`src/hdl/swing_foot_bezier_trajectory_top_defines.svh`:
```
// Assertion macros for the swing foot trajectory block.
// Used by modules that carry concurrent checks; needs clk and rst_n in scope.
`ifndef SWING_FOOT_BEZIER_TRAJECTORY_TOP_DEFINES_SVH
`define SWING_FOOT_BEZIER_TRAJECTORY_TOP_DEFINES_SVH
`ifndef SYNTH
`define SFB_ASSERT_IMP(lbl, ante, cons) \
    lbl: assert property (@(posedge clk) disable iff (!rst_n) (ante) |-> (cons)) \
        else $error("sfb assertion failed");
`define SFB_ASSERT_NXT(lbl, ante, cons) \
    lbl: assert property (@(posedge clk) disable iff (!rst_n) (ante) |=> (cons)) \
        else $error("sfb assertion failed");
`else
`define SFB_ASSERT_IMP(lbl, ante, cons)
`define SFB_ASSERT_NXT(lbl, ante, cons)
`endif
`endif

```
`src/hdl/sfb_pkg.sv`:
```
// Shared types, constants and helpers for the swing foot trajectory block.
// No dependencies.
package sfb_pkg;

    localparam int LEGS          = 4;
    localparam int POS_FRAC_BITS = 20;

    localparam logic [23:0] PERIOD_RESET = 24'd250000;
    localparam logic signed [23:0] Z_OUTER_RESET =
        24'(-((325 * (1 << POS_FRAC_BITS)) / 1000));
    localparam logic signed [23:0] Z_INNER_RESET = 24'(-(1 << (POS_FRAC_BITS - 2)));

    localparam logic [18:0] PHASE_MAX = 19'd262144;
    localparam logic [19:0] US_PER_S  = 20'd1000000;

    localparam logic [5:0] DIV_STEPS_PHASE = 6'd48;
    localparam logic [5:0] DIV_STEPS_VEL   = 6'd32;
    localparam logic [3:0] LERP_LAST       = 4'd8;

    localparam logic KIND_SET   = 1'b0;
    localparam logic KIND_QUERY = 1'b1;

    typedef enum logic [2:0] {
        CFG_PERIOD = 3'd0,
        CFG_Z0     = 3'd1,
        CFG_Z1     = 3'd2,
        CFG_Z2     = 3'd3,
        CFG_Z3     = 3'd4
    } cfg_idx_t;

    typedef struct packed {
        logic       store;
        logic       capture;
        logic       div_step;
        logic       div_load_vel;
        logic       phase_take;
        logic       coef_mul;
        logic       coef_fin;
        logic       axis_load;
        logic       wshift;
        logic       lerp_mul;
        logic       lerp_add;
        logic       pos_take;
        logic       vmul;
        logic       vclr;
        logic       vacc;
        logic       vround;
        logic       vscale;
        logic       vtake;
        logic       result_load;
        logic [1:0] axis;
        logic [1:0] vk;
    } cmd_t;

    typedef struct packed {
        logic div_last;
    } sts_t;

    // de Casteljau on a shift line: steps that only drop a spent point
    function automatic logic lerp_is_shift(input logic [3:0] step);
        return step inside {4'd3, 4'd6, 4'd7};
    endfunction

    // floor((3a + b) / 4)
    function automatic logic signed [23:0] inner_pt(input logic signed [23:0] a,
                                                   input logic signed [23:0] b);
        logic signed [26:0] s;
        s = (27'(a) <<< 1) + 27'(a) + 27'(b);
        return s[25:2];
    endfunction

endpackage

```
`src/hdl/sfb_ctrl.sv`:
```
// Sequencer for the swing foot trajectory block.
// Depends on sfb_pkg and the assertion macro header.
`include "swing_foot_bezier_trajectory_top_defines.svh"
module sfb_ctrl (
    input  logic              clk,
    input  logic              rst_n,
    input  logic              in_valid,
    output logic              in_ready,
    input  logic              kind,
    output logic              out_valid,
    input  logic              out_ready,
    input  sfb_pkg::sts_t     sts,
    output sfb_pkg::cmd_t     cmd
);

    typedef enum logic [15:0] {
        ST_IDLE  = 16'b0000_0000_0000_0001,
        ST_PDIV  = 16'b0000_0000_0000_0010,
        ST_PTAKE = 16'b0000_0000_0000_0100,
        ST_CMUL  = 16'b0000_0000_0000_1000,
        ST_CFIN  = 16'b0000_0000_0001_0000,
        ST_AXIS  = 16'b0000_0000_0010_0000,
        ST_LMUL  = 16'b0000_0000_0100_0000,
        ST_LADD  = 16'b0000_0000_1000_0000,
        ST_VMUL  = 16'b0000_0001_0000_0000,
        ST_VSUM  = 16'b0000_0010_0000_0000,
        ST_VRND  = 16'b0000_0100_0000_0000,
        ST_VSCL  = 16'b0000_1000_0000_0000,
        ST_VDLD  = 16'b0001_0000_0000_0000,
        ST_VDIV  = 16'b0010_0000_0000_0000,
        ST_VSAT  = 16'b0100_0000_0000_0000,
        ST_OUT   = 16'b1000_0000_0000_0000
    } state_t;

    state_t     state_reg, state_next;
    logic [3:0] step_reg, step_next;
    logic [1:0] vk_reg, vk_next;
    logic [1:0] axis_reg, axis_next;
    logic       out_valid_reg, out_valid_next;

    always_ff @(posedge clk or negedge rst_n)
    begin
        if (!rst_n)
        begin
            state_reg     <= ST_IDLE;
            step_reg      <= '0;
            vk_reg        <= '0;
            axis_reg      <= '0;
            out_valid_reg <= 1'b0;
        end
        else
        begin
            state_reg     <= state_next;
            step_reg      <= step_next;
            vk_reg        <= vk_next;
            axis_reg      <= axis_next;
            out_valid_reg <= out_valid_next;
        end
    end

    always_comb
    begin
        state_next = state_reg;
        step_next  = step_reg;
        vk_next    = vk_reg;
        axis_next  = axis_reg;
        cmd        = '0;
        cmd.axis   = axis_reg;
        cmd.vk     = vk_reg;
        case (state_reg)
            ST_IDLE:
            begin
                if (in_valid)
                begin
                    if (kind == sfb_pkg::KIND_QUERY)
                    begin
                        cmd.capture = 1'b1;
                        state_next  = ST_PDIV;
                    end
                    else
                    begin
                        cmd.store = 1'b1;
                    end
                end
            end
            ST_PDIV:
            begin
                cmd.div_step = 1'b1;
                if (sts.div_last)
                begin
                    state_next = ST_PTAKE;
                end
            end
            ST_PTAKE:
            begin
                cmd.phase_take = 1'b1;
                state_next     = ST_CMUL;
            end
            ST_CMUL:
            begin
                cmd.coef_mul = 1'b1;
                state_next   = ST_CFIN;
            end
            ST_CFIN:
            begin
                cmd.coef_fin = 1'b1;
                axis_next    = 2'd0;
                state_next   = ST_AXIS;
            end
            ST_AXIS:
            begin
                cmd.axis_load = 1'b1;
                step_next     = '0;
                state_next    = ST_LMUL;
            end
            ST_LMUL:
            begin
                if (sfb_pkg::lerp_is_shift(step_reg))
                begin
                    cmd.wshift = 1'b1;
                    step_next  = step_reg + 4'd1;
                end
                else
                begin
                    cmd.lerp_mul = 1'b1;
                    state_next   = ST_LADD;
                end
            end
            ST_LADD:
            begin
                cmd.lerp_add = 1'b1;
                if (step_reg == sfb_pkg::LERP_LAST)
                begin
                    vk_next    = 2'd0;
                    state_next = ST_VMUL;
                end
                else
                begin
                    step_next  = step_reg + 4'd1;
                    state_next = ST_LMUL;
                end
            end
            ST_VMUL:
            begin
                cmd.vmul = 1'b1;
                if (vk_reg == 2'd0)
                begin
                    cmd.vclr     = 1'b1;
                    cmd.pos_take = 1'b1;
                end
                else
                begin
                    cmd.vacc = 1'b1;
                end
                if (vk_reg == 2'd2)
                begin
                    state_next = ST_VSUM;
                end
                else
                begin
                    vk_next = vk_reg + 2'd1;
                end
            end
            ST_VSUM:
            begin
                cmd.vacc   = 1'b1;
                state_next = ST_VRND;
            end
            ST_VRND:
            begin
                cmd.vround = 1'b1;
                state_next = ST_VSCL;
            end
            ST_VSCL:
            begin
                cmd.vscale = 1'b1;
                state_next = ST_VDLD;
            end
            ST_VDLD:
            begin
                cmd.div_load_vel = 1'b1;
                state_next       = ST_VDIV;
            end
            ST_VDIV:
            begin
                cmd.div_step = 1'b1;
                if (sts.div_last)
                begin
                    state_next = ST_VSAT;
                end
            end
            ST_VSAT:
            begin
                cmd.vtake = 1'b1;
                if (axis_reg == 2'd2)
                begin
                    state_next = ST_OUT;
                end
                else
                begin
                    axis_next  = axis_reg + 2'd1;
                    state_next = ST_AXIS;
                end
            end
            ST_OUT:
            begin
                if (!out_valid_reg || out_ready)
                begin
                    cmd.result_load = 1'b1;
                    state_next      = ST_IDLE;
                end
            end
            default:
            begin
                state_next = ST_IDLE;
            end
        endcase
    end

    always_comb
    begin
        out_valid_next = out_valid_reg;
        if (cmd.result_load)
        begin
            out_valid_next = 1'b1;
        end
        else if (out_ready)
        begin
            out_valid_next = 1'b0;
        end
    end

    assign in_ready  = (state_reg == ST_IDLE);
    assign out_valid = out_valid_reg;

    `SFB_ASSERT_IMP(a_result_from_out, $rose(out_valid_reg), $past(state_reg == ST_OUT))
    `SFB_ASSERT_IMP(a_axis_range, state_reg == ST_VSAT, axis_reg <= 2'd2)
    `SFB_ASSERT_NXT(a_no_overwrite, (state_reg == ST_OUT) && out_valid_reg && !out_ready,
                    state_reg == ST_OUT)
    `SFB_ASSERT_IMP(a_lerp_step_range, state_reg == ST_LADD, step_reg <= sfb_pkg::LERP_LAST)

endmodule

```
`config.mk`:
```
export PLATFORM = sky130hd
export DESIGN_NAME = sfb_ctrl
export DESIGN_NICKNAME = d
export VERILOG_FILES = /design/src/hdl/sfb_pkg.sv /design/src/hdl/sfb_ctrl.sv
export VERILOG_INCLUDE_DIRS = /design/src /design/src/hdl
export SDC_FILE = /design/constraint.sdc
export NUM_CORES = 1
export LEC_CHECK = 0
export ABC_AREA = 0
export ABC_CLOCK_PERIOD_IN_PS = 2500
export BUFFER_PORTS_ARGS = -buffer_cell sky130_fd_sc_hd__buf_2
export CAP_MARGIN = 20
export CORE_UTILIZATION = 49
export DETAILED_ROUTE_END_ITERATION = 10
export HOLD_SLACK_MARGIN = 0.1
export PLACE_DENSITY = 0.75
export SYNTH_ARGS = -nofsm -noshare
export SYNTH_HDL_FRONTEND = slang
export SYNTH_SLANG_ARGS = --single-unit
```
`constraint.sdc`:
```
create_clock -name clk -period 2.5 [get_ports clk]
set_clock_uncertainty 0.1 [all_clocks]
set_input_delay 0.25 -clock clk [delete_from_list [all_inputs] [get_ports clk]]
set_output_delay 0.25 -clock clk [all_outputs]
set_load 0.02 [all_outputs]
```
## Word-level counts from Yosys, hierarchy flattened

Cells that the tools add are included.

| storage, ports and cells | value |
|---|---|
| register bits after elaboration | 25 |
| output and inout port bits | 25 |
| logic and storage cells | 98 |

| cells by class | value |
|---|---|
| add/subtract/negate cells | 3 |
| eq/ne operators | 34 |
| mux-type cells | 43 |
| reduce and logical (&&, ||, !) cells | 13 |

Operators by type and width:

| operator | number |
|---|---|
| $pmux 16 s16 | 1 |
| $mux 16 | 8 |
| $ne 2x2->1 const B | 11 |
| $mux 1 | 20 |
| $eq 16x1->1 const B | 1 |
| $eq 16x10->1 const B | 1 |
| $eq 16x11->1 const B | 1 |
| $eq 16x12->1 const B | 1 |
| $eq 16x13->1 const B | 1 |
| $eq 16x14->1 const B | 1 |
| $eq 16x15->1 const B | 1 |
| $eq 16x16->1 const B | 1 |
| $eq 16x2->1 const B | 1 |
| $eq 16x3->1 const B | 1 |
| $eq 16x4->1 const B | 1 |
| $eq 16x5->1 const B | 1 |
| $eq 16x6->1 const B | 1 |
| $eq 16x7->1 const B | 1 |
| $eq 16x8->1 const B | 1 |
| $eq 16x9->1 const B | 1 |
| $mux 2 | 6 |
| $pmux 4 s3 | 1 |
| $mux 9 | 1 |
| $eq 4x3->1 const B | 2 |
| 19 further kinds | 27 |

## Logic depth before layout (Yosys ltp)

Gate-level depths: netlist (run 1).

| logic depth | value |
|---|---|
| word-level depth | 5 |
| depth in mapped cells | 8 |
| depth with buffers taken out | 7 |

## Least setup slack after synthesis (run 1)

No wires, ideal clock.

| path | value |
|---|---|
| path type | register to output |
| start | reg state_reg[1] |
| end | out cmd[11] (netlist bit) |
| arrival time | 2.572 ns |
| required time | 2.150 ns |
| path slack | -0.422 ns |
| stages on the path, launching flop included | 9 |
| path buffers | 3 |
| cell sequence | dfrtp_1 -> buf_6 -> or4_4 -> or4_4 -> buf_6 -> or2_2 -> inv_1 -> and2_1 -> buf_4 |

RTL lines:

| element | RTL line | text |
|---|---|---|
| start: declaration | sfb_ctrl.sv:35 | `state_t state_reg, state_next;` |
| start signal: assignment | sfb_ctrl.sv:53 | `state_reg <= state_next;` |
| end: declaration | sfb_ctrl.sv:13 | `output sfb_pkg::cmd_t cmd` |

==> results of run 1 <==
## stage by stage
stage	cells	setup WS [ns]	util, %
final	292	-0.323	76.7
after global routing	292	-0.385	76.7
after CTS	281	-0.343	69.2
after detailed placement	267	-0.0456	62.8
after global placement	267	0.0925	62.8
after floorplan	179	-0.132	-
## cells in the final DEF (no fill, tap or decap), drive strengths merged, types with 3 or more instances in the layout
| master | n |
|---|---|
| a21oi | 4 |
| and2 | 4 |
| buf | 71 |
| clkbuf | 3 |
| dfrtp | 24 |
| dlygate4sd3 | 3 |
| ha | 6 |
| inv | 14 |
| mux2i | 3 |
| nand2 | 15 |
| nand2b | 4 |
| nand3 | 4 |
| nand4 | 3 |
| nor2 | 14 |
| nor3 | 6 |
| nor4 | 12 |
| nor4b | 8 |
| o21ai | 9 |
| o22ai | 3 |
| or2 | 3 |
| or3 | 4 |
| or4 | 5 |
## layout make-up
cell class,count,area (sq um)
clock buffer,3,22.5
clock inverter,1,5.00
timing repair buffer,74,561
multi-input combinational,131,1060
sequential,25,627
tap,44,55.1
fill,226,722
inverter,14,55.1
## timing repair
action / 4_1_cts / 5_1_grt
gates resized for setup: 21 / 32
endpoints found under the hold margin: 26 / 0
buffers inserted: 7 / 12
pin swaps: 5 / 12
setup endpoints to repair: 16 / 20
hold buffers: 3 / 0
## routing by layer
metal / share of wire (%) / vias up
met3: 5.7 / 26
met4: 3.3 / 0
met5: 0 / -
met1: 39 / 825
met2: 52 / 86
li1: - / 793
## critical path: stages, from the launching register on
cell,delay (ns)
dfrtp_1,0.42
or4_4,0.53
or4_4,0.57
nor4b_4,0.30
o21bai_4,0.19
buf_6,0.13
## cells by family after synthesis
family | after synthesis
compound gates | 29
flops | 25
xor+xnor | 4
mux | 3
buf+inv | 23
fa+ha+maj | 6
simple gates | 89
## worst max-delay path by stage
| stage | to | cells after the start |
|---|---|---|
| floorplan | cmd[11] | 8 |
| global placement | cmd[11] | 6 |
| detailed placement | cmd[8] | 5 |
| CTS | cmd[8] | 5 |
| global route | cmd[6] | 5 |
| finish | cmd[8] | 5 |
## power groups by stage
stage / Clock [mW] / Sequential, mW / Combinational, mW
after floorplan: 0 / 0.438 / 0.302
after global routing: 0.213 / 0.435 / 0.712
after global placement: 0 / 0.441 / 0.382
after CTS: 0.197 / 0.434 / 0.494
final: 0.195 / 0.435 / 0.682
after detailed placement: 0 / 0.442 / 0.391
==> impl_results.md, run 1 <==
- Result of the run: finished with violations
- Violated checks: setup timing
- Number of cells on the worst reg-to-reg path: 8
- Largest family of logic cells by synthesized area: simple AND/OR/NAND/NOR gates
- Detailed-route vias per instance: around 6
- Worst r2r src: state_reg[12]$_DFFE_PN0P_
- Worst Hold Depth: 4
- Sequential fraction of the synthesis area: about two fifths
- CTS Root Cell: clkbuf_4
- Tightest hold margin: 0.143 ns
- Width of the chip: between 50 and 60 um
- Synthesized instance count: ~180
- Most instantiated library cell after synthesis: dfrtp_1
- Area of the die: 3560 sq um
- Most utilized layer in the global route result: met2
- DRT Wirelength: between 5 and 6 mm
- Clock tree from TritonCTS: built
- Global-route total usage across every layer: between 20% and 30%
- Number of antenna violations at the first check in global routing: 0
- WP data required: roughly 2.2 ns
- Residual overflow from global routing: 0
- Combinational group share of total power: 52.0%
- Synth Area in XOR/XNOR: 2.15%
- Worst Setup Start Kind: flip-flop
- Count of antenna-violating nets left after detailed routing: 0
- Post-synth top area cell: dfrtp_1
- Clock slew at the register clock pins of the worst setup and hold paths: around 0.14 ns
- Hold EP: state_reg[0]$_DFFE_PN1P_
- Setup repair after global routing missed its margin: true
- Post-Synth Adder-Cell Area: approximately 4.6%
- Post-DP Area: just under 2000 sq um
- Number of enable-type register cells in the synthesized netlist: 0
- Clk buf depth: 2
- Setup TNS: -2.15 ns
- Number of buffers created by CTS: 3
- Compound-gate portion of the synthesized area: 11.9%
- Standard cell core area: 3100 sq um
- Drt wl/cell: roughly 18 um
- Vias after detailed routing: ~1.7k
- Worst setup slack for register-to-register paths: ~0.020 ns
- Number of distinct library cell variants in the gate-level netlist after synthesis: between 40 and 50
- Max reg flops: 16
- DR iter-0 viols: around 130
- Depth of the CTS H-tree: 1
- Vias in the first global route: about 1.6k
- Setup ws final: -0.323 ns
- Tmin final: between 2 and 3 ns
- Post-Layout Inst Area: between 2000 and 2500 sq um
- Net switching power: 478 uW
- Synth Register Bits: 25
- Number of clock sinks seen by CTS: 25
- Standard-cell row count: 20
- Setup crit start: state_reg[1]$_DFFE_PN0P_
- Flip-flop cell with the highest count after synthesis: dfrtp_1
- Weighted congestion reported at the end of routability-driven placement: 0.873
- Internal power summed over all cells: between 800 and 900 uW
- Number of diodes: 0
- First-pass GRT wire length: a little over 7 mm
- Met2 demand-to-capacity share in global routing: approximately half
- Fraction of layout instances using a drive strength above 1: between 40% and 50%
- Largest fanout on the critical path: 4
- Starting Density: ~53%
- Max-Slew Margin vs Limit: around 60%
- Net switching fraction of the power: 36.5%
- Met1 track demand over resource: between 30% and 40%
- Netlist area before placement: approximately 1600 sq um
- Type of the worst min-delay path: in -> reg
- Power Total: 1.31 mW
- Synth top cells by count: 24 x dfrtp_1, 15 x nand2_1, 14 x inv_1, 14 x nor2_1, 12 x nor4_1
- Final Hold Violating Endpoints: 0
- Clock share of power: 14.8%
- Final clock period utilization by the worst path: 113%
- Fraction of met3 tracks used by global routing: between 3 and 4%
- Synthesized netlist net count: between 150 and 200
- I/O pin total: 31
- # port buffers: 30
- Static Leakage: 1.15 nW
- Count of synthesis-stage warnings from yosys: 0
- Slew @ Worst Pin: about 0.59 ns
- Dominant cells by area after synthesis: dfrtp_1 37%, ha_1 4.6%, nor4_1 4.6%, nor4b_1 3.8%, nand2_1 3.5%
- Post-Synth Simple-Gate Area: about 33%
- Source-to-sink clock delay at the later pin of the worst-skew pair: ~0.33 ns
- Crit path capture type: primary output
- Count of maximum capacitance violations: 0
- Area share of the largest cell type after synthesis: between 30% and 40%
- Pin count of the biggest net entering global routing: 26
- Layout-stage area growth over the synthesis result: 46.0%
- Die height: 59.7 um
- Share of cell area taken by muxes after synthesis: between 1.5 and 2%
- Layout Nets: around 260
- Detail Placement HPWL: roughly 3.2 mm
- Post-detailed-route DRC marker count: 0
- Maximum resistive drop on vdd: 230 uV
- Fraction of registers with async set/reset: 100%
- Part of the power in registers: between 30 and 40%
- Average size of a mapped cell: between 9 and 10 sq um
- Arrival time of the worst setup path: 2.47 ns
- Pwr Density: 551 nW/um^2
- End of the worst register-to-register path: step_reg[3]$_DFFE_PN0P_
- Final setup violation count: 12
- Final Slew Violations: 0
- Count of TritonRoute iterations in the first routing pass: 4
- Classification of the worst setup path: reg -> out
- Highest achievable clock rate: between 300 and 400 MHz
- Startpoint of the most critical hold path: kind
No activity file was read; power rests on OpenSTA's default activity.
==> run 2: changes to the inputs <==
- CORE_MARGIN: not set -> 1.5
==> run 2 against run 1 <==
Against the previous run: the flow still finishes with violations (setup timing); final cell count decreased by 3.8%; register-to-register slack better by 0.06 ns; via count decreased by 5.0%; combinational power decreased by 15%; highest routed layer unchanged.
==> impl_results.md, run 2 (synthesis results as in run 1) <==
- Source-to-sink clock delay at the later pin of the worst-skew pair: 0.33 ns (about the same)
- First-pass GRT wire length: 7.40 mm (was 7.21 mm)
- Setup TNS: -1.54 ns (was -2.15 ns)
- Layout Nets: 250 (was 261)
- Net switching fraction of the power: 36.0% (was 36.5%)
- Part of the power in registers: 36.2% (was 33.2%)
- Sequential cell area: 629 sq um (was 627 sq um)
- Slowest library cell on the worst path: or4_4 (unchanged)
- Global-route total usage across every layer: 27.3% (was 27.2%)
- Combinational group share of total power: 47.9% (was 52.0%)
- Final Hold Violating Endpoints: 0 (unchanged)
- Standard-cell row count: 20 (unchanged)
- WP data required: 2.15 ns (about the same)
- Final setup violation count: 9 (was 12)
- Post-detailed-route DRC marker count: 0 (unchanged)
- Die height: 60.7 um (was 59.7 um)
- Filler instances: 255 (was 226)
- Layout-stage area growth over the synthesis result: 34.7% (was 46.0%)
- Detail Placement HPWL: 3.27 mm (was 3.21 mm)
- Crit path capture type: primary output (unchanged)
- Highest achievable clock rate: 356 MHz (was 354 MHz)
- Max-Slew Margin vs Limit: 61.5% (was 60.5%)
- Number of antenna violations at the first check in global routing: 0 (unchanged)
- Classification of the worst setup path: reg -> out (unchanged)
- Most frequent cells in the layout: 31 x buf_4, 22 x dfrtp_1, 21 x buf_2 (was 45 x buf_4, 24 x dfrtp_1, 16 x buf_2)
- Area of the die: 3680 sq um (was 3560 sq um)
- Cell repeated most along the worst path: or4_4 (unchanged)
- Number of buffers created by CTS: 3 (unchanged)
- Number of clock sinks seen by CTS: 25 (unchanged)
- Clock slew at the register clock pins of the worst setup and hold paths: 0.15 ns (was 0.14 ns)
- Number of diodes: 0 (unchanged)
- CP top delay family: simple AND/OR/NAND/NOR gates (unchanged)
- Weighted congestion reported at the end of routability-driven placement: 0.882 (was 0.873)
- Tightest hold margin: 0.114 ns (was 0.143 ns)
- Fraction of layout instances using a drive strength above 1: 39.2% (was 44.8%)
- Post-route core utilization: 70.8% (was 76.7%)
- Count of antenna-violating nets left after detailed routing: 0 (unchanged)
- Cells after DPL: 267 (unchanged)
- Final clock period utilization by the worst path: 112% (was 113%)
- Largest fanout on the critical path: 3 (was 4)
- Internal power summed over all cells: 776 uW (was 834 uW)
- Vias in the first global route: 1573 (was 1578)
- Result of the run: finished with violations (unchanged)
- Final Slew Violations: 0 (unchanged)
- Static Leakage: 1.07 nW (was 1.15 nW)
- CTS Root Cell: clkbuf_4 (unchanged)
- Setup repair after global routing missed its margin: true (unchanged)
- Worst stage delay on the critical path: 0.57 ns (about the same)
- DRT Wirelength: 4.71 mm (was 5.21 mm)
- Worst Setup Start Kind: flip-flop (unchanged)
- Area of the multi-input gates: 967 sq um (was 1060 sq um)
- Type of the worst min-delay path: in -> reg (unchanged)
- Post-DP Area: 1950 sq um (unchanged)
- Count of maximum capacitance violations: 0 (unchanged)
- Net switching power: 437 uW (was 478 uW)
- Standard cell core area: 3100 sq um (unchanged)
- # port buffers: 30 (unchanged)
- Max reg flops: 16 (unchanged)
- Residual overflow from global routing: 0 (unchanged)
- Depth of the CTS H-tree: 1 (unchanged)
- Clock share of power: 15.9% (was 14.8%)
- Maximum resistive drop on vdd: 420 uV (was 230 uV)
- Buffer and inverter count on the worst path: 2 (was 1)
- Starting Density: 52.5% (unchanged)
- Cell chain of the critical path: or4_4 > or4_4 > or2_4 > inv_4 > and2_4 > buf_6 (was or4_4 > or4_4 > nor4b_4 > o21bai_4 > buf_6)
- Setup ws final: -0.309 ns (was -0.323 ns)
- Pwr Density: 553 nW/um^2 (was 551 nW/um^2)
- Width of the chip: 60.7 um (was 59.7 um)
- Post-Layout Inst Area: 2200 sq um (was 2380 sq um)
- Slew @ Worst Pin: 0.577 ns (was 0.593 ns)
- Tmin final: 2.81 ns (was 2.82 ns)
- Arrival time of the worst setup path: 2.46 ns (was 2.47 ns)
- Violated checks: setup timing (unchanged)
- Count of TritonRoute iterations in the first routing pass: 4 (unchanged)
- Drt wl/cell: 16.8 um (was 17.8 um)
- Vias after detailed routing: 1644 (was 1730)
- I/O pin total: 31 (unchanged)
- Pin count of the biggest net entering global routing: 26 (unchanged)
- DR iter-0 viols: 126 (was 127)
- Clk buf depth: 2 (unchanged)
- Clock tree from TritonCTS: built (unchanged)
- Detailed-route vias per instance: 5.85 (was 5.92)
- Most common cell after layout, fill and taps aside: buf_4 (unchanged)
- Number of cells in the finished layout apart from fillers: 281 (was 292)
-- run 2: changes by cell type in the layout (fill, tap and decap cells not counted), sizes merged --
| cell | previous run | this run |
|---|---|---|
| buf | 71 | 61 |
| clkinv | 1 | 0 |
| clkinvlp | 0 | 1 |
| dlygate4sd3 | 3 | 2 |
-- run 2: final cells by class --
class | instances | share of cell area (%)
Sequential cell | 25 | 28.7
Timing Repair Buffer | 63 | 20.9
Clock buffer | 3 | 1.03
Inverter | 14 | 2.51
Clock inverter | 1 | 0.342
Tap cell | 44 | 2.51
Multi-Input combinational cell | 131 | 44.0
-- run 2: stage by stage --
stage / total power, mW / setup WS (ns)
finish: 1.21 / -0.309
global route: 1.26 / -0.361
CTS: 1.11 / -0.310
detailed placement: 0.832 / 0.0221
global placement: 0.822 / 0.0865
floorplan: 0.740 / -0.132
-- run 2: path summary, 6_finish.rpt --
path / start / to / slack [ns] / cells after the start
max: state_reg[12]$_DFFE_PN0P_ / cmd[11] / -0.31 / 6
min: out_ready / out_valid$_DFFE_PN0P_ / 0.11 / 3
max reg2reg: state_reg[12]$_DFFE_PN0P_ / vk_reg[0]$_DFFE_PN0P_ / 0.08 / 6
min reg2reg: vk_reg[0]$_DFFE_PN0P_ / vk_reg[0]$_DFFE_PN0P_ / 0.40 / 1
max in group asynchronous: rst_n / state_reg[3]$_DFFE_PN0P_ / 1.56 / 2
min in group asynchronous: rst_n / state_reg[8]$_DFFE_PN0P_ / 0.32 / 2
-- run 2: what timing repair did --
item	CTS	global route
setup buffers	5	4
hold buffers	2	0
gates resized for setup	16	20
endpoints found under the hold margin	25	0
setup endpoints to repair	16	20
pin swaps	3	11
-- run 2: worst register-to-register path, delay by kind of cell, from the launching register on --
family                 cells  cell delay, ns
AND/OR/NAND/NOR            3            1.49
flip-flops                 1            0.41
buffers and inverters      1            0.16
multiplexers               1            0.10
AO/OA/AOI/OAI              1            0.08
-- run 2: power by group through the flow --
| stage | clock [mW] | sequential (mW) | combinational [mW] |
|---|---|---|---|
| after floorplan | 0 | 0.438 | 0.302 |
| after global placement | 0 | 0.442 | 0.380 |
| after detailed placement | 0 | 0.444 | 0.388 |
| after CTS | 0.196 | 0.437 | 0.479 |
| after global routing | 0.210 | 0.441 | 0.608 |
| final | 0.193 | 0.439 | 0.581 |
-- run 2: layer usage --
layer / vias to the layer above / GRT usage (%) / wire, um
met5: - / 0 / 0
met4: 0 / 10.2 / 132
met3: 16 / 5.33 / 234
met2: 61 / 49.0 / 2490
met1: 795 / 32.2 / 1850
li1: 772 / - / -
==> run 3: changes to the inputs <==
- CELL_PAD_IN_SITES_DETAIL_PLACEMENT: not set -> 1
- CELL_PAD_IN_SITES_GLOBAL_PLACEMENT: not set -> 1
- CORE_UTILIZATION: 49 -> 37
- PLACE_DENSITY: 0.75 -> not set
- PLACE_DENSITY_LB_ADDON: not set -> 0.1
- SKIP_LAST_GASP: not set -> 1
- SLEW_MARGIN: not set -> 20
==> run 3 against run 2 <==
Against the previous run: register-to-register slack hardly changed; sequential power hardly changed; clock-buffer cell count is 1 higher; critical path depth stayed put; critical endpoint is now cmd[9]; the flow still finishes with violations (setup timing).
==> impl_results.md, run 3 (synthesis results as in run 1) <==
- Layout-stage area growth over the synthesis result: 44.5% (was 34.7%)
- Post-detailed-route DRC marker count: 0 (unchanged)
- Weighted congestion reported at the end of routability-driven placement: 0.905 (was 0.882)
- # port buffers: 30 (unchanged)
- Fraction of layout instances using a drive strength above 1: 42.8% (was 39.2%)
- Setup repair after global routing missed its margin: true (unchanged)
- Global-route total usage across every layer: 23.2% (was 27.3%)
- Worst stage delay on the critical path: 0.60 ns (was 0.57 ns)
- Internal power summed over all cells: 850 uW (was 776 uW)
- Highest achievable clock rate: 360 MHz (was 356 MHz)
- Vias after detailed routing: 1680 (was 1644)
- Layout Nets: 256 (was 250)
- Pin count of the biggest net entering global routing: 26 (unchanged)
- Crit path capture type: primary output (unchanged)
- Clk buf depth: 2 (unchanged)
- Cell chain of the critical path: or4_4 > or4_4 > or2_4 > inv_4 > and2_4 > buf_6 (unchanged)
- Combinational group share of total power: 48.6% (was 47.9%)
- Count of maximum capacitance violations: 0 (unchanged)
- WP data required: 2.15 ns (about the same)
- Count of TritonRoute iterations in the first routing pass: 4 (unchanged)
- Clock slew at the register clock pins of the worst setup and hold paths: 0.10 ns (was 0.15 ns)
- Number of cells on the worst reg-to-reg path: 7 (was 6)
- Final setup violation count: 9 (unchanged)
- Stages on worst setup path: 6 (unchanged)
- Net switching fraction of the power: 37.2% (was 36.0%)
- Most common cell after layout, fill and taps aside: buf_4 (unchanged)
- Final Slew Violations: 0 (unchanged)
- Arrival time of the worst setup path: 2.43 ns (was 2.46 ns)
- Final Hold Violating Endpoints: 0 (unchanged)
- Clock tree from TritonCTS: built (unchanged)
- DR iter-0 viols: 81 (was 126)
- Part of the power in registers: 32.2% (was 36.2%)
- Net switching power: 503 uW (was 437 uW)
- Detail Placement HPWL: 3.87 mm (was 3.27 mm)
- Depth of the CTS H-tree: 1 (unchanged)
- Static Leakage: 1.13 nW (was 1.07 nW)
- Worst Setup Start Kind: flip-flop (unchanged)
- Filler instances: 484 (was 255)
- Buffer and inverter count on the worst path: 2 (unchanged)
- Maximum resistive drop on vdd: 390 uV (was 420 uV)
- Width of the chip: 69.4 um (was 60.7 um)
- Worst setup slack for register-to-register paths: 0.08 ns (about the same)
- Residual overflow from global routing: 0 (unchanged)
- Max-Slew Margin vs Limit: 60.4% (was 61.5%)
- Standard cell core area: 4120 sq um (was 3100 sq um)
- WL met3: 170 um (was 234 um)
- Setup ws final: -0.280 ns (was -0.309 ns)
- Clock share of power: 19.2% (was 15.9%)
- Count of antenna-violating nets left after detailed routing: 0 (unchanged)
- CTS Root Cell: clkbuf_8 (was clkbuf_4)
- Max reg flops: 16 (unchanged)
- Slew @ Worst Pin: 0.586 ns (was 0.577 ns)
- Routed met1 length: 2.42 mm (was 1.85 mm)
- Number of diodes: 0 (unchanged)
- Vias in the first global route: 1746 (was 1573)
- Tmin final: 2.78 ns (was 2.81 ns)
- I/O pin total: 31 (unchanged)
- Highest routing layer actually used: met4 (unchanged)
- Power Total: 1.35 mW (was 1.21 mW)
- Standard-cell row count: 23 (was 20)
- Die height: 69.4 um (was 60.7 um)
- Worst Hold Depth: 3 (unchanged)
- Most frequent cells in the layout: 39 x buf_4, 23 x dfrtp_1, 20 x buf_2 (was 31 x buf_4, 22 x dfrtp_1, 21 x buf_2)
- Number of antenna violations at the first check in global routing: 0 (unchanged)
- Starting Density: 39.6% (was 52.5%)
- Detail Route met2 WL: 3.14 mm (was 2.49 mm)
- DRT Wirelength: 5.85 mm (was 4.71 mm)
- Area of the multi-input gates: 1060 sq um (was 967 sq um)
- Largest fanout on the critical path: 5 (was 3)
- Result of the run: finished with violations (unchanged)
- Violated checks: setup timing (unchanged)
- CP top delay family: simple AND/OR/NAND/NOR gates (unchanged)
- Tightest hold margin: 0.162 ns (was 0.114 ns)
- Drt wl/cell: 20.0 um (was 16.8 um)
- Source-to-sink clock delay at the later pin of the worst-skew pair: 0.28 ns (was 0.33 ns)
- Detailed-route vias per instance: 5.73 (was 5.85)
- Sequential cell area: 628 sq um (was 629 sq um)
- Area of the die: 4810 sq um (was 3680 sq um)
- Cell repeated most along the worst path: or4_4 (unchanged)
- Final clock period utilization by the worst path: 111% (was 112%)
- Number of clock sinks seen by CTS: 25 (unchanged)
- Number of buffers created by CTS: 3 (unchanged)
- Type of the worst min-delay path: in -> reg (unchanged)
- Classification of the worst setup path: reg -> out (unchanged)
- Slowest library cell on the worst path: or4_4 (unchanged)
- First-pass GRT wire length: 8.90 mm (was 7.40 mm)
- Pwr Density: 574 nW/um^2 (was 553 nW/um^2)
## run 3: cell types whose count changed in the layout (fill, tap and decap cells not counted), sizes merged
| cell | delta |
|---|---|
| buf | +6 |
| clkbuf | +1 |
| clkinvlp | -1 |
## run 3: tightest hold or removal path: cells and delay by family
kind | cells | cell delay, ns
buffers and inverters | 1 | 0.07
AND/OR/NAND/NOR | 2 | 0.20
## run 3: metrics by stage
stage                     setup TNS (ns)  instance area, sq um  setup slack [ns]  utilization (%)  cells
after global placement                 0                  1960            0.0795             47.7    274
after floorplan                   -0.270                  1650            -0.132                -    179
after detailed placement               0                  1960            0.0147             47.7    274
after CTS                          -1.17                  2160            -0.254             52.6    287
after global routing               -2.06                  2360            -0.336             57.3    293
final                              -1.39                  2360            -0.280             57.3    293
## run 3: per-layer routing
metal  vias up  global-route usage (%)
li1        781                       -
met1       857                    28.5
met2        32                    41.5
met3        10                    4.36
met4         0                    5.88
met5         -                       0
## run 3: worst paths after layout
kind | startpoint | endpoint
worst min register to register | axis_reg[0]$_DFFE_PN0P_ | axis_reg[0]$_DFFE_PN0P_
max in group asynchronous | rst_n | state_reg[11]$_DFFE_PN0P_
worst min-delay path | out_ready | out_valid$_DFFE_PN0P_
min in group asynchronous | rst_n | state_reg[2]$_DFFE_PN0P_
worst max register to register | state_reg[12]$_DFFE_PN0P_ | state_reg[13]$_DFFE_PN0P_
worst max-delay path | state_reg[12]$_DFFE_PN0P_ | cmd[9]
## run 3: area by class of cell
| class | instances | share of cell area (%) |
|---|---|---|
| timing repair buffer | 69 | 21.3 |
| inverter | 14 | 2.34 |
| clock buffer | 4 | 1.91 |
| multi-input combinational | 131 | 45.1 |
| sequential | 25 | 26.7 |
| tap | 50 | 2.66 |
## run 3: power groups by stage
stage                     logic [mW]  clock network, mW  registers [mW]
final                          0.658              0.259           0.436
after CTS                      0.526              0.266           0.434
after detailed placement       0.404                  0           0.442
after floorplan                0.302                  0           0.438
after global placement         0.395                  0           0.440
after global routing           0.695              0.282           0.436
## run 3: repair_timing
item | in CTS | in global routing
resized for setup | 19 | 30
setup endpoints to repair | 18 | 25
setup buffers | 7 | 6
hold buffers | 2 | 0
pin swaps | 7 | 10
hold endpoints to repair | 25 | 0
